**config.mk**
```make
export PLATFORM = sky130hd
export DESIGN_NAME = hashed_lru_buffer_cache_flat
export DESIGN_NICKNAME = d
export VERILOG_FILES = /design/src/rtl/hlbc_pkg.sv /design/src/rtl/hlbc_stream_if.sv /design/src/rtl/hlbc_ctrl.sv /design/src/rtl/hlbc_datapath.sv /design/src/rtl/hashed_lru_buffer_cache.sv /design/src/flat_wrapper.sv
export SDC_FILE = /design/constraint.sdc
export NUM_CORES = 2
export LEC_CHECK = 0
export ABC_AREA = 1
export BUFFER_PORTS_ARGS = -buffer_cell sky130_fd_sc_hd__buf_2
export CAP_MARGIN = 20
export CORE_MARGIN = 1.5
export CORE_UTILIZATION = 50
export CTS_BUF_LIST = sky130_fd_sc_hd__clkbuf_2 sky130_fd_sc_hd__clkbuf_4 sky130_fd_sc_hd__clkbuf_8
export CTS_CLUSTER_DIAMETER = 50
export DETAILED_ROUTE_END_ITERATION = 10
export PLACE_DENSITY = 0.74
export SLEW_MARGIN = 20
export SYNTH_ARGS = -nofsm -noshare
export SYNTH_HDL_FRONTEND = slang
export SYNTH_HIERARCHICAL = 1
export SYNTH_SLANG_ARGS = --single-unit
export TNS_END_PERCENT = 5
```
**constraint.sdc**
```tcl
create_clock -name i_clk -period 11.6 [get_ports i_clk]
set_input_delay 1.74 -clock i_clk [delete_from_list [all_inputs] [get_ports i_clk]]
set_output_delay 1.74 -clock i_clk [all_outputs]
set_load 0.01 [all_outputs]
```
**src/rtl/hlbc_pkg.sv**
```systemverilog
package hlbc_pkg;

    localparam int DEV_W = 8;
    localparam int BLK_W = 32;
    localparam int SEL_W = 5;
    localparam int CNT_W = 8;
    localparam int TAG_W = DEV_W + BLK_W;
    localparam logic [CNT_W-1:0] CNT_MAX = '1;

    typedef enum logic [1:0] {
        OP_GET,
        OP_RELEASE,
        OP_PIN,
        OP_UNPIN
    } t_op;

    typedef enum logic [1:0] {
        STS_OK,
        STS_NOFREE,
        STS_UNDER,
        STS_OVER
    } t_status;

    typedef struct packed {
        t_op                op;
        logic [DEV_W-1:0]   dev;
        logic [BLK_W-1:0]   blockno;
        logic [SEL_W-1:0]   buffer_select;
    } t_req;

    typedef struct packed {
        logic [SEL_W-1:0]   buffer_index;
        logic               hit;
        logic               need_read;
        t_status            status;
    } t_rsp;

    typedef enum logic [4:0] {
        DP_NOP,
        DP_LOAD,
        DP_INIT,
        DP_MOD_START,
        DP_MOD_STEP,
        DP_HEAD_RD,
        DP_HCHK,
        DP_HCMP,
        DP_HIT_UPD,
        DP_L_START,
        DP_L_NB,
        DP_L_CHK,
        DP_L_CMP,
        DP_GOT,
        DP_U_RD,
        DP_U_WR,
        DP_P_RD,
        DP_P_WR1,
        DP_P_WR2,
        DP_SEL_RD,
        DP_CNT_UPD
    } t_dp_op;

    typedef enum logic [1:0] {
        IDX_NODE,
        IDX_SEL,
        IDX_ZERO
    } t_idx_src;

    typedef struct packed {
        t_dp_op     op;
        logic       out_load;
        logic       res_hit;
        logic       res_need;
        t_status    res_status;
        t_idx_src   res_src;
    } t_cmd;

    typedef struct packed {
        t_op    op;
        logic   init_last;
        logic   mod_last;
        logic   cand_head;
        logic   tag_match;
        logic   cnt_zero;
        logic   cnt_one;
        logic   cnt_max;
        logic   cv;
        logic   k_done;
        logic   sel_ok;
    } t_stat;

    typedef enum logic [4:0] {
        S_INIT,
        S_IDLE,
        S_SEL,
        S_SCHK,
        S_MOD_START,
        S_MOD,
        S_HEAD,
        S_HCHK,
        S_HCMP,
        S_HIT,
        S_LSTART,
        S_LNB,
        S_LCHK,
        S_LCMP,
        S_GOT,
        S_URD,
        S_UWR,
        S_PRD,
        S_PWR1,
        S_PWR2,
        S_DONE
    } t_state;

endpackage

```
**src/rtl/hlbc_stream_if.sv**
```systemverilog
interface hlbc_stream_if #(parameter type T = logic) ();
    logic valid;
    logic ready;
    T     payload;

    modport source (output valid, output payload, input ready);
    modport sink (input valid, input payload, output ready);
endinterface

```
**src/rtl/hlbc_ctrl.sv**
```systemverilog
module hlbc_ctrl import hlbc_pkg::*; (
    input  logic  i_clk,
    input  logic  i_rst_n,
    input  logic  i_in_valid,
    output logic  o_in_ready,
    output logic  o_out_valid,
    input  logic  i_out_ready,
    input  t_stat i_stat,
    output t_cmd  o_cmd
);

    t_state   r_state, n_state;
    logic     r_ovalid, n_ovalid;
    logic     r_hit, n_hit;
    logic     r_need, n_need;
    t_status  r_st, n_st;
    t_idx_src r_src, n_src;

    always_ff @(posedge i_clk) begin
        if (!i_rst_n) begin
            r_state  <= S_INIT;
            r_ovalid <= 1'b0;
            r_hit    <= 1'b0;
            r_need   <= 1'b0;
            r_st     <= STS_OK;
            r_src    <= IDX_SEL;
        end else begin
            r_state  <= n_state;
            r_ovalid <= n_ovalid;
            r_hit    <= n_hit;
            r_need   <= n_need;
            r_st     <= n_st;
            r_src    <= n_src;
        end
    end

    always_comb begin
        n_state  = r_state;
        n_ovalid = r_ovalid;
        n_hit    = r_hit;
        n_need   = r_need;
        n_st     = r_st;
        n_src    = r_src;
        o_in_ready = 1'b0;
        o_cmd.op         = DP_NOP;
        o_cmd.out_load   = 1'b0;
        o_cmd.res_hit    = r_hit;
        o_cmd.res_need   = r_need;
        o_cmd.res_status = r_st;
        o_cmd.res_src    = r_src;

        if (r_ovalid && i_out_ready) begin
            n_ovalid = 1'b0;
        end

        unique case (r_state)
            S_INIT: begin
                o_cmd.op = DP_INIT;
                if (i_stat.init_last) begin
                    n_state = S_IDLE;
                end
            end
            S_IDLE: begin
                o_in_ready = 1'b1;
                if (i_in_valid) begin
                    o_cmd.op = DP_LOAD;
                    n_state  = S_SEL;
                end
            end
            S_SEL: begin
                n_hit  = 1'b0;
                n_need = 1'b0;
                n_st   = STS_OK;
                n_src  = IDX_SEL;
                if (i_stat.op == OP_GET) begin
                    n_state = S_MOD_START;
                end else if (!i_stat.sel_ok) begin
                    n_state = S_DONE;
                end else begin
                    o_cmd.op = DP_SEL_RD;
                    n_state  = S_SCHK;
                end
            end
            S_SCHK: begin
                n_state = S_DONE;
                if (i_stat.op == OP_PIN) begin
                    if (i_stat.cnt_max) begin
                        n_st = STS_OVER;
                    end else begin
                        o_cmd.op = DP_CNT_UPD;
                    end
                end else if (i_stat.cnt_zero) begin
                    n_st = STS_UNDER;
                end else begin
                    o_cmd.op = DP_CNT_UPD;
                    // last reference dropped: move to head of its hash bucket
                    if (i_stat.op == OP_RELEASE && i_stat.cnt_one) begin
                        n_state = S_MOD_START;
                    end
                end
            end
            S_MOD_START: begin
                o_cmd.op = DP_MOD_START;
                n_state  = S_MOD;
            end
            S_MOD: begin
                o_cmd.op = DP_MOD_STEP;
                if (i_stat.mod_last) begin
                    n_state = (i_stat.op == OP_GET) ? S_HEAD : S_URD;
                end
            end
            S_HEAD: begin
                o_cmd.op = DP_HEAD_RD;
                n_state  = S_HCHK;
            end
            S_HCHK: begin
                o_cmd.op = DP_HCHK;
                n_state  = i_stat.cand_head ? S_LSTART : S_HCMP;
            end
            S_HCMP: begin
                o_cmd.op = DP_HCMP;
                n_state  = i_stat.tag_match ? S_HIT : S_HCHK;
            end
            S_HIT: begin
                n_hit   = 1'b1;
                n_src   = IDX_NODE;
                n_state = S_DONE;
                if (i_stat.cnt_max) begin
                    n_need = 1'b0;
                    n_st   = STS_OVER;
                end else begin
                    o_cmd.op = DP_HIT_UPD;
                    n_need   = !i_stat.cv;
                    n_st     = STS_OK;
                end
            end
            S_LSTART: begin
                o_cmd.op = DP_L_START;
                n_state  = S_LNB;
            end
            S_LNB: begin
                o_cmd.op = DP_L_NB;
                n_state  = S_LCHK;
            end
            S_LCHK: begin
                o_cmd.op = DP_L_CHK;
                if (!i_stat.cand_head) begin
                    n_state = S_LCMP;
                end else if (i_stat.k_done) begin
                    n_hit   = 1'b0;
                    n_need  = 1'b0;
                    n_st    = STS_NOFREE;
                    n_src   = IDX_ZERO;
                    n_state = S_DONE;
                end else begin
                    n_state = S_LNB;
                end
            end
            S_LCMP: begin
                o_cmd.op = DP_L_CMP;
                n_state  = i_stat.cnt_zero ? S_GOT : S_LCHK;
            end
            S_GOT: begin
                o_cmd.op = DP_GOT;
                n_hit    = 1'b0;
                n_need   = 1'b1;
                n_st     = STS_OK;
                n_src    = IDX_NODE;
                n_state  = S_URD;
            end
            S_URD: begin
                o_cmd.op = DP_U_RD;
                n_state  = S_UWR;
            end
            S_UWR: begin
                o_cmd.op = DP_U_WR;
                n_state  = S_PRD;
            end
            S_PRD: begin
                o_cmd.op = DP_P_RD;
                n_state  = S_PWR1;
            end
            S_PWR1: begin
                o_cmd.op = DP_P_WR1;
                n_state  = S_PWR2;
            end
            S_PWR2: begin
                o_cmd.op = DP_P_WR2;
                n_state  = S_DONE;
            end
            S_DONE: begin
                if (!r_ovalid || i_out_ready) begin
                    o_cmd.out_load = 1'b1;
                    n_ovalid       = 1'b1;
                    n_state        = S_IDLE;
                end
            end
            default: begin
                n_state = S_INIT;
            end
        endcase
    end

    assign o_out_valid = r_ovalid;

endmodule

```
**src/rtl/hlbc_datapath.sv**
```systemverilog
module hlbc_datapath import hlbc_pkg::*; #(
    parameter int NUM_BUFFERS = 32,
    parameter int NUM_BUCKETS = 13
) (
    input  logic  i_clk,
    input  logic  i_rst_n,
    input  t_cmd  i_cmd,
    input  t_req  i_req,
    output t_stat o_stat,
    output t_rsp  o_rsp
);

    localparam int NODES = NUM_BUFFERS + NUM_BUCKETS;
    localparam int NW = $clog2(NODES);
    localparam int BW = $clog2(NUM_BUFFERS);
    localparam int KW = (NUM_BUCKETS > 1) ? $clog2(NUM_BUCKETS) : 1;
    localparam int QW = $clog2(NUM_BUCKETS + 1);
    localparam int HW = BLK_W / 2;
    localparam int RKW = 18;
    localparam int FOLD = (1 << HW) % NUM_BUCKETS;
    localparam int RS = HW + $clog2(NUM_BUCKETS);
    localparam int RK = ((1 << RS) + NUM_BUCKETS - 1) / NUM_BUCKETS;
    localparam logic [NW-1:0] HEAD0     = NW'(NUM_BUFFERS);
    localparam logic [NW-1:0] LAST_NODE = NW'(NODES - 1);
    localparam logic [NW-1:0] LAST_BUF  = NW'(NUM_BUFFERS - 1);
    localparam logic [KW-1:0] LAST_BKT  = KW'(NUM_BUCKETS - 1);
    localparam logic [QW-1:0] BKTS      = QW'(NUM_BUCKETS);
    localparam logic [BLK_W-1:0] FOLD_C  = BLK_W'(FOLD);
    localparam logic [BLK_W-1:0] LO_MASK = BLK_W'((1 << HW) - 1);
    localparam logic [RKW-1:0]   RECIP   = RKW'(RK);
    localparam logic [HW-1:0]    MOD_HW  = HW'(NUM_BUCKETS);
    localparam logic [2:0]       FOLD_STEPS = 3'd3;
    localparam logic [2:0]       MOD_LAST   = 3'd4;

    t_req              r_req;
    t_rsp              r_rsp;
    logic [NW-1:0]     r_node;
    logic [NW-1:0]     r_i;
    logic [KW-1:0]     r_mod;
    logic [KW-1:0]     r_b;
    logic [QW-1:0]     r_k;
    logic [BLK_W-1:0]  r_sh;
    logic [HW-1:0]     r_q;
    logic [2:0]        r_mcnt;

    logic [TAG_W-1:0]  m_tag [NUM_BUFFERS];
    logic [CNT_W-1:0]  m_cnt [NUM_BUFFERS];
    logic              m_cv  [NUM_BUFFERS];
    logic [NW-1:0]     m_nxt [NODES];
    logic [NW-1:0]     m_prv [NODES];

    logic [TAG_W-1:0]  r_tag_rd;
    logic [CNT_W-1:0]  r_cnt_rd;
    logic              r_cv_rd;
    logic [NW-1:0]     r_nxt_rd;
    logic [NW-1:0]     r_prv_rd;

    logic              tag_we, cnt_we, cv_we, nxt_we, prv_we;
    logic [BW-1:0]     tag_wa, cnt_wa, cv_wa, buf_ra;
    logic [TAG_W-1:0]  tag_wd;
    logic [CNT_W-1:0]  cnt_wd;
    logic              cv_wd;
    logic [NW-1:0]     nxt_wa, nxt_wd, nxt_ra, prv_wa, prv_wd, prv_ra;

    logic [KW-1:0]     nb;
    logic [NW-1:0]     home_head;
    logic [BLK_W-1:0]  fold_v;
    logic [HW+RKW-1:0] recip_p;
    logic              sel_ok;

    assign nb        = (r_b == LAST_BKT) ? '0 : r_b + 1'b1;
    assign home_head = HEAD0 + NW'(r_mod);
    assign fold_v    = (r_sh >> HW) * FOLD_C + (r_sh & LO_MASK);
    assign recip_p   = (HW + RKW)'(r_sh[HW-1:0]) * (HW + RKW)'(RECIP);
    assign sel_ok    = int'(r_req.buffer_select) < NUM_BUFFERS;

    always_comb begin
        tag_we = 1'b0;
        cnt_we = 1'b0;
        cv_we  = 1'b0;
        nxt_we = 1'b0;
        prv_we = 1'b0;
        tag_wa = BW'(r_node);
        cnt_wa = BW'(r_node);
        cv_wa  = BW'(r_node);
        tag_wd = {r_req.dev, r_req.blockno};
        cnt_wd = '0;
        cv_wd  = 1'b1;
        nxt_wa = r_node;
        nxt_wd = '0;
        prv_wa = r_node;
        prv_wd = '0;
        buf_ra = BW'(r_node);
        nxt_ra = r_node;
        prv_ra = r_node;

        unique case (i_cmd.op)
            DP_INIT: begin
                nxt_we = 1'b1;
                prv_we = 1'b1;
                nxt_wa = r_i;
                prv_wa = r_i;
                if (r_i < HEAD0) begin
                    nxt_wd = (r_i == '0) ? HEAD0 : r_i - 1'b1;
                    prv_wd = (r_i == LAST_BUF) ? HEAD0 : r_i + 1'b1;
                    tag_we = 1'b1;
                    cnt_we = 1'b1;
                    cv_we  = 1'b1;
                    tag_wa = BW'(r_i);
                    cnt_wa = BW'(r_i);
                    cv_wa  = BW'(r_i);
                    tag_wd = '0;
                    cv_wd  = 1'b0;
                end else if (r_i == HEAD0) begin
                    nxt_wd = LAST_BUF;
                    prv_wd = '0;
                end else begin
                    nxt_wd = r_i;
                    prv_wd = r_i;
                end
            end
            DP_HEAD_RD: nxt_ra = home_head;
            DP_HCHK: begin
                buf_ra = BW'(r_nxt_rd);
                nxt_ra = r_nxt_rd;
            end
            DP_HIT_UPD: begin
                cnt_we = 1'b1;
                cnt_wd = r_cnt_rd + 1'b1;
                cv_we  = 1'b1;
            end
            DP_L_NB: prv_ra = HEAD0 + NW'(nb);
            DP_L_CHK: begin
                buf_ra = BW'(r_prv_rd);
                prv_ra = r_prv_rd;
            end
            DP_GOT: begin
                tag_we = 1'b1;
                cnt_we = 1'b1;
                cnt_wd = CNT_W'(1);
                cv_we  = 1'b1;
            end
            DP_U_WR: begin
                nxt_we = 1'b1;
                nxt_wa = r_prv_rd;
                nxt_wd = r_nxt_rd;
                prv_we = 1'b1;
                prv_wa = r_nxt_rd;
                prv_wd = r_prv_rd;
            end
            DP_P_RD: nxt_ra = home_head;
            DP_P_WR1: begin
                nxt_we = 1'b1;
                nxt_wa = r_node;
                nxt_wd = r_nxt_rd;
                prv_we = 1'b1;
                prv_wa = r_nxt_rd;
                prv_wd = r_node;
            end
            DP_P_WR2: begin
                nxt_we = 1'b1;
                nxt_wa = home_head;
                nxt_wd = r_node;
                prv_we = 1'b1;
                prv_wa = r_node;
                prv_wd = home_head;
            end
            DP_SEL_RD: buf_ra = BW'(r_req.buffer_select);
            DP_CNT_UPD: begin
                cnt_we = 1'b1;
                cnt_wd = (r_req.op == OP_PIN) ? r_cnt_rd + 1'b1 : r_cnt_rd - 1'b1;
            end
            default: begin
            end
        endcase
    end

    always_ff @(posedge i_clk) begin
        if (tag_we) m_tag[tag_wa] <= tag_wd;
        if (cnt_we) m_cnt[cnt_wa] <= cnt_wd;
        if (cv_we)  m_cv[cv_wa]   <= cv_wd;
        if (nxt_we) m_nxt[nxt_wa] <= nxt_wd;
        if (prv_we) m_prv[prv_wa] <= prv_wd;
        r_tag_rd <= m_tag[buf_ra];
        r_cnt_rd <= m_cnt[buf_ra];
        r_cv_rd  <= m_cv[buf_ra];
        r_nxt_rd <= m_nxt[nxt_ra];
        r_prv_rd <= m_prv[prv_ra];
    end

    always_ff @(posedge i_clk) begin
        if (!i_rst_n) begin
            r_i <= '0;
        end else if (i_cmd.op == DP_INIT) begin
            r_i <= r_i + 1'b1;
        end
    end

    always_ff @(posedge i_clk) begin
        unique case (i_cmd.op)
            DP_LOAD: r_req <= i_req;
            DP_MOD_START: begin
                r_mod  <= '0;
                r_mcnt <= '0;
                r_sh   <= (r_req.op == OP_GET) ? r_req.blockno : r_tag_rd[BLK_W-1:0];
            end
            DP_MOD_STEP: begin
                // fold the upper half back in three times, then finish by reciprocal multiply
                if (r_mcnt < FOLD_STEPS) begin
                    r_sh <= fold_v;
                end else if (r_mcnt == FOLD_STEPS) begin
                    r_q <= HW'(recip_p >> RS);
                end else begin
                    r_mod <= KW'(r_sh[HW-1:0] - r_q * MOD_HW);
                end
                r_mcnt <= r_mcnt + 1'b1;
            end
            DP_HCHK:   r_node <= r_nxt_rd;
            DP_L_CHK:  r_node <= r_prv_rd;
            DP_SEL_RD: r_node <= NW'(r_req.buffer_select);
            DP_L_START: begin
                r_b <= r_mod;
                r_k <= '0;
            end
            DP_L_NB: begin
                r_b <= nb;
                r_k <= r_k + 1'b1;
            end
            default: begin
            end
        endcase

        if (i_cmd.out_load) begin
            unique case (i_cmd.res_src)
                IDX_NODE: r_rsp.buffer_index <= SEL_W'(r_node);
                IDX_SEL:  r_rsp.buffer_index <= r_req.buffer_select;
                default:  r_rsp.buffer_index <= '0;
            endcase
            r_rsp.hit       <= i_cmd.res_hit;
            r_rsp.need_read <= i_cmd.res_need;
            r_rsp.status    <= i_cmd.res_status;
        end
    end

    always_comb begin
        o_stat.op        = r_req.op;
        o_stat.init_last = (r_i == LAST_NODE);
        o_stat.mod_last  = (r_mcnt == MOD_LAST);
        o_stat.cand_head = ((i_cmd.op == DP_L_CHK) ? r_prv_rd : r_nxt_rd) >= HEAD0;
        o_stat.tag_match = (r_tag_rd == {r_req.dev, r_req.blockno});
        o_stat.cnt_zero  = (r_cnt_rd == '0);
        o_stat.cnt_one   = (r_cnt_rd == CNT_W'(1));
        o_stat.cnt_max   = (r_cnt_rd == CNT_MAX);
        o_stat.cv        = r_cv_rd;
        o_stat.k_done    = (r_k == BKTS);
        o_stat.sel_ok    = sel_ok;
    end

    assign o_rsp = r_rsp;

endmodule

```
**src/rtl/hashed_lru_buffer_cache.sv**
```systemverilog
// Release/pin/unpin: select check, count read and update, then the result; a release to
// zero also hashes the tag and relinks the buffer at the head of its hash bucket.
// Get: hash, home head read, one compare per home-bucket entry; a miss searches buckets
// from the one after home, tail first, for a free buffer to take, or reports none free.
// Throughput: one item at a time; the next is accepted as the result appears.
// Reset: synchronous active low; a list/tag clearing sweep then runs over all
// NUM_BUFFERS + NUM_BUCKETS list nodes, during which no item is accepted.
module hashed_lru_buffer_cache import hlbc_pkg::*; #(
    parameter int NUM_BUFFERS = 32,
    parameter int NUM_BUCKETS = 13
) (
    input  logic          i_clk,
    input  logic          i_rst_n,
    hlbc_stream_if.sink   i_req,
    hlbc_stream_if.source o_rsp
);

    t_cmd  cmd;
    t_stat stat;
    t_req  req;
    t_rsp  rsp;

    assign req = i_req.payload;

    hlbc_ctrl u_ctrl (
        .i_clk       (i_clk),
        .i_rst_n     (i_rst_n),
        .i_in_valid  (i_req.valid),
        .o_in_ready  (i_req.ready),
        .o_out_valid (o_rsp.valid),
        .i_out_ready (o_rsp.ready),
        .i_stat      (stat),
        .o_cmd       (cmd)
    );

    hlbc_datapath #(
        .NUM_BUFFERS (NUM_BUFFERS),
        .NUM_BUCKETS (NUM_BUCKETS)
    ) u_datapath (
        .i_clk   (i_clk),
        .i_rst_n (i_rst_n),
        .i_cmd   (cmd),
        .i_req   (req),
        .o_stat  (stat),
        .o_rsp   (rsp)
    );

    assign o_rsp.payload = rsp;

endmodule

```
**src/flat_wrapper.sv**
```systemverilog
// flat-port wrapper written by rule: the top's interface ports become plain ports
module hashed_lru_buffer_cache_flat import hlbc_pkg::*;
#(
    parameter int NUM_BUFFERS = 32,
    parameter int NUM_BUCKETS = 13
)
  (i_clk, i_rst_n, i_req_valid, i_req_payload, i_req_ready, o_rsp_valid, o_rsp_payload, o_rsp_ready);
  hlbc_stream_if #(.T(t_req)) i_req_i ();
  hlbc_stream_if #(.T(t_rsp)) o_rsp_i ();
  input  logic i_clk;
  input  logic i_rst_n;
  input wire logic [$bits(i_req_i.valid)-1:0] i_req_valid;
  input wire logic [$bits(i_req_i.payload)-1:0] i_req_payload;
  output wire logic [$bits(i_req_i.ready)-1:0] i_req_ready;
  output wire logic [$bits(o_rsp_i.valid)-1:0] o_rsp_valid;
  output wire logic [$bits(o_rsp_i.payload)-1:0] o_rsp_payload;
  input wire logic [$bits(o_rsp_i.ready)-1:0] o_rsp_ready;
  assign i_req_i.valid = i_req_valid;
  assign i_req_i.payload = i_req_payload;
  assign i_req_ready = i_req_i.ready;
  assign o_rsp_valid = o_rsp_i.valid;
  assign o_rsp_payload = o_rsp_i.payload;
  assign o_rsp_i.ready = o_rsp_ready;
  hashed_lru_buffer_cache #(.NUM_BUFFERS(NUM_BUFFERS), .NUM_BUCKETS(NUM_BUCKETS)) u_core (.i_clk(i_clk), .i_rst_n(i_rst_n), .i_req(i_req_i), .o_rsp(o_rsp_i));
endmodule
```
==> results_dict.tcl <==
set metrics [dict create \
    min_from "u_core/u_ctrl/r_need" \
    fin_crit_sh 0.626 \
    layout-drive-gt1-share 0.100 \
    placementRows 165 \
    cp-end-kind "flop" \
    start_util 0.505 \
    portBuffers 61 \
    clock_latency_ps 1100 \
    peakVddDrop_mv 0.130 \
    coreArea_sq_um 203000 \
    multiInputGateArea_sq_um 27200 \
    grt_max_degree 258 \
    final_common_cell "edfxtp_1" \
    setup_viol 0 \
    fmaxAchievable_mhz 138 \
    wirelength_mm 254 \
    wire_per_inst_um 20.9 \
    yosysUniqueCellTypes 66 \
    slew_headroom 0.0769 \
    gp_congestion 0.910 \
    io_pins 62 \
    required_ps 12250 \
    period_needed_ps 7270 \
    drc_errors 0 \
    critPathLaunch "u_core/u_datapath/r_cnt_rd[0]" \
    synthFlopType "edfxtp_1" \
    rrSetupSlack_ps 4330 \
    yosys.area.top_type "edfxtp_1" \
    criticalPathCategory "flop to flop" \
    cts_max_level 5 \
    die_w_um 456 \
    grt_pass1_wl_mm 385 \
    area_growth_pct 10.5 \
    vias 68300 \
    grt_usage 0.240 \
    dp_hpwl_mm 142 \
    die_y_um 456 \
    mostFrequentLayoutCells "2221 x edfxtp_1, 1627 x nand2_1, 1380 x inv_1" \
    cts_hold_buf 0 \
    cts_buffers 382 \
    fin_worst_skew_ps 114 \
    critical_path.startpoint_type "flop" \
    drtAntennaViolNets 0 \
    synth_seq_area_share 0.666 \
    finalSetupTns_ps 0 \
    synth_warnings 6 \
    post_cts_resized 0 \
    hold_viol_final 0 \
    ys_seq_elements 2300 \
    cts_tree "done" \
    outcome "completed" \
    dr.pass1.iters 6 \
    cts.reportedPaths.clkPinSlew_ps 60 \
    clock-sinks 2300 \
    grt_pass1_vias 66000 \
    cp.arrival_ps 7920 \
    routed_via_density 5.64 \
    synthArstFlopShare 0 \
    maxCapViolations 0 \
    cts_buffer_depth 4 \
    syn_inst 9050 \
    postCtsSetupBuffers 0 \
    synth.cell_area_sq_um 102000 \
    rsz0062_at_grt "no" \
    antenna_found_initial 3 \
    die-area_sq_um 208000 \
    power_mw 16.6 \
    grt-ovfl-total 0 \
    critPathMaxFanout 46 \
    avgSynthCellArea_sq_um 11.3 \
    nets 9384 \
    first_iter_violations 7934 \
    drv_slew 0 \
    clock_tree.root_cell "clkbuf_8" \
    worstMarginPinSlew_ps 1380 \
    synth_edf_count 2221 \
    hp-class "flop to flop" \
    syn_nets 9294 \
    r2r_start "u_core/u_datapath/r_cnt_rd[0]" \
    fill_cells 16400 \
    synth_top_area_share 0.651 \
    power_density_nw_per_um2 146 \
    p_leak_nw 44.4 \
    synth_area_leaders "edfxtp_1 65%, nand2_1 6.0%, nand3_1 5.4%, o211ai_1 5.2%, inv_1 5.1%" \
    seq_area_sq_um 68300 \
]
## cell usage after synthesis (all sizes together) (7+ instances only)
cell type	number
nor2	437
clkbuf	188
mux2i	8
nand4	24
a21oi	145
o21ai	205
o22ai	28
nand3b	146
nor4	8
mux2	8
nand2	1632
a31oi	7
o211ai	714
nand3	1111
inv	1410
xor2	44
fa	72
dfxtp	79
xnor2	28
buf	307
or2	16
edfxtp	2221
nor3	42
ha	121
## area by class of cell
class,instances,share of cell area
diodes,4,0.0000884
clock inverters,157,0.0101
multi-input cells,4840,0.240
clock buffers,521,0.0570
well taps,2672,0.0295
repair buffers,201,0.0129
flip-flops and latches,2300,0.603
inverters,1415,0.0471
## metal layers
metal	part of all wire	track usage	up-vias
met5	0	0	-
met4	0.043	0.110	0
li1	-	-	31600
met3	0.093	0.0418	609
met1	0.40	0.326	32700
met2	0.46	0.377	3387
## per-stage QoR
stage               worst slack [ps]  utilization  hold slack, ps  instance area [sq um]  cells
floorplan                       4740            -             409                 102000   9050
global placement                4400        0.520             424                 106000  11400
detailed placement              4140        0.520             432                 106000  11400
CTS                             4500        0.558             447                 113000  12100
global route                    3880        0.558             474                 113000  12100
finish                          4330        0.558             439                 113000  12100
## logic make-up after synthesis
kind of cell               share of synthesized area
AOI/OAI and AO/OA                             0.0753
xor gates and xnor gates                     0.00616
adders and majority gates                     0.0288
buffers and inverters                         0.0739
DFF                                            0.666
muxes                                        0.00166
other                                      0.0000366
and+or+nand+nor                                0.148
## where the power goes
part           switching (mW)  internal, mW  total [mW]
Clock                    3.16          3.97        7.13
Combinational           0.220        0.0493       0.269
Sequential             0.0220          9.15        9.18
Total                    3.40          13.2        16.6
## final timing paths
check | end | cells after the start
max | u_core/u_datapath/m_tag[5][22] | 23
min reg2reg | u_core/u_datapath/o_rsp[2] | 0
min | u_core/u_datapath/o_rsp[2] | 0
max reg2reg | u_core/u_datapath/m_tag[5][22] | 23
## registers in the layout, summed over array words and instances (netlist names), 6 cells and up
name                        count
u_core/u_datapath/r_node        6
u_core/u_datapath/r_nxt_rd      6
u_core/u_datapath/o_rsp         9
u_core/u_datapath/r_tag_rd     40
u_core/u_datapath/r_req        45
u_core/u_datapath/r_sh         32
u_core/u_datapath/r_i           6
u_core/u_datapath/m_prv       270
u_core/u_datapath/m_tag      1280
u_core/u_datapath/m_cv         32
u_core/u_datapath/r_prv_rd      6
u_core/u_datapath/r_cnt_rd      8
u_core/u_datapath/m_cnt       256
u_core/u_datapath/m_nxt       270
## critical path, cell delays in order, from the launching register on
cell	delay, ps
dfxtp_1	410
ha_1	240
nand2_1	70
nor2_1	260
nand2_1	160
nor3_1	230
inv_1	130
nand2_1	110
a21oi_1	80
a31oi_1	140
nand4_1	220
nor2_2	330
nand2_1	150
nor2_2	510
inv_2	270
nor2_4	120
buf_4	570
inv_2	550
a21oi_2	370
nand2_1	260
inv_2	190
nand2_1	150
nor2_4	760
buf_4	550
Note: power is estimated with default switching activity, not from simulation.
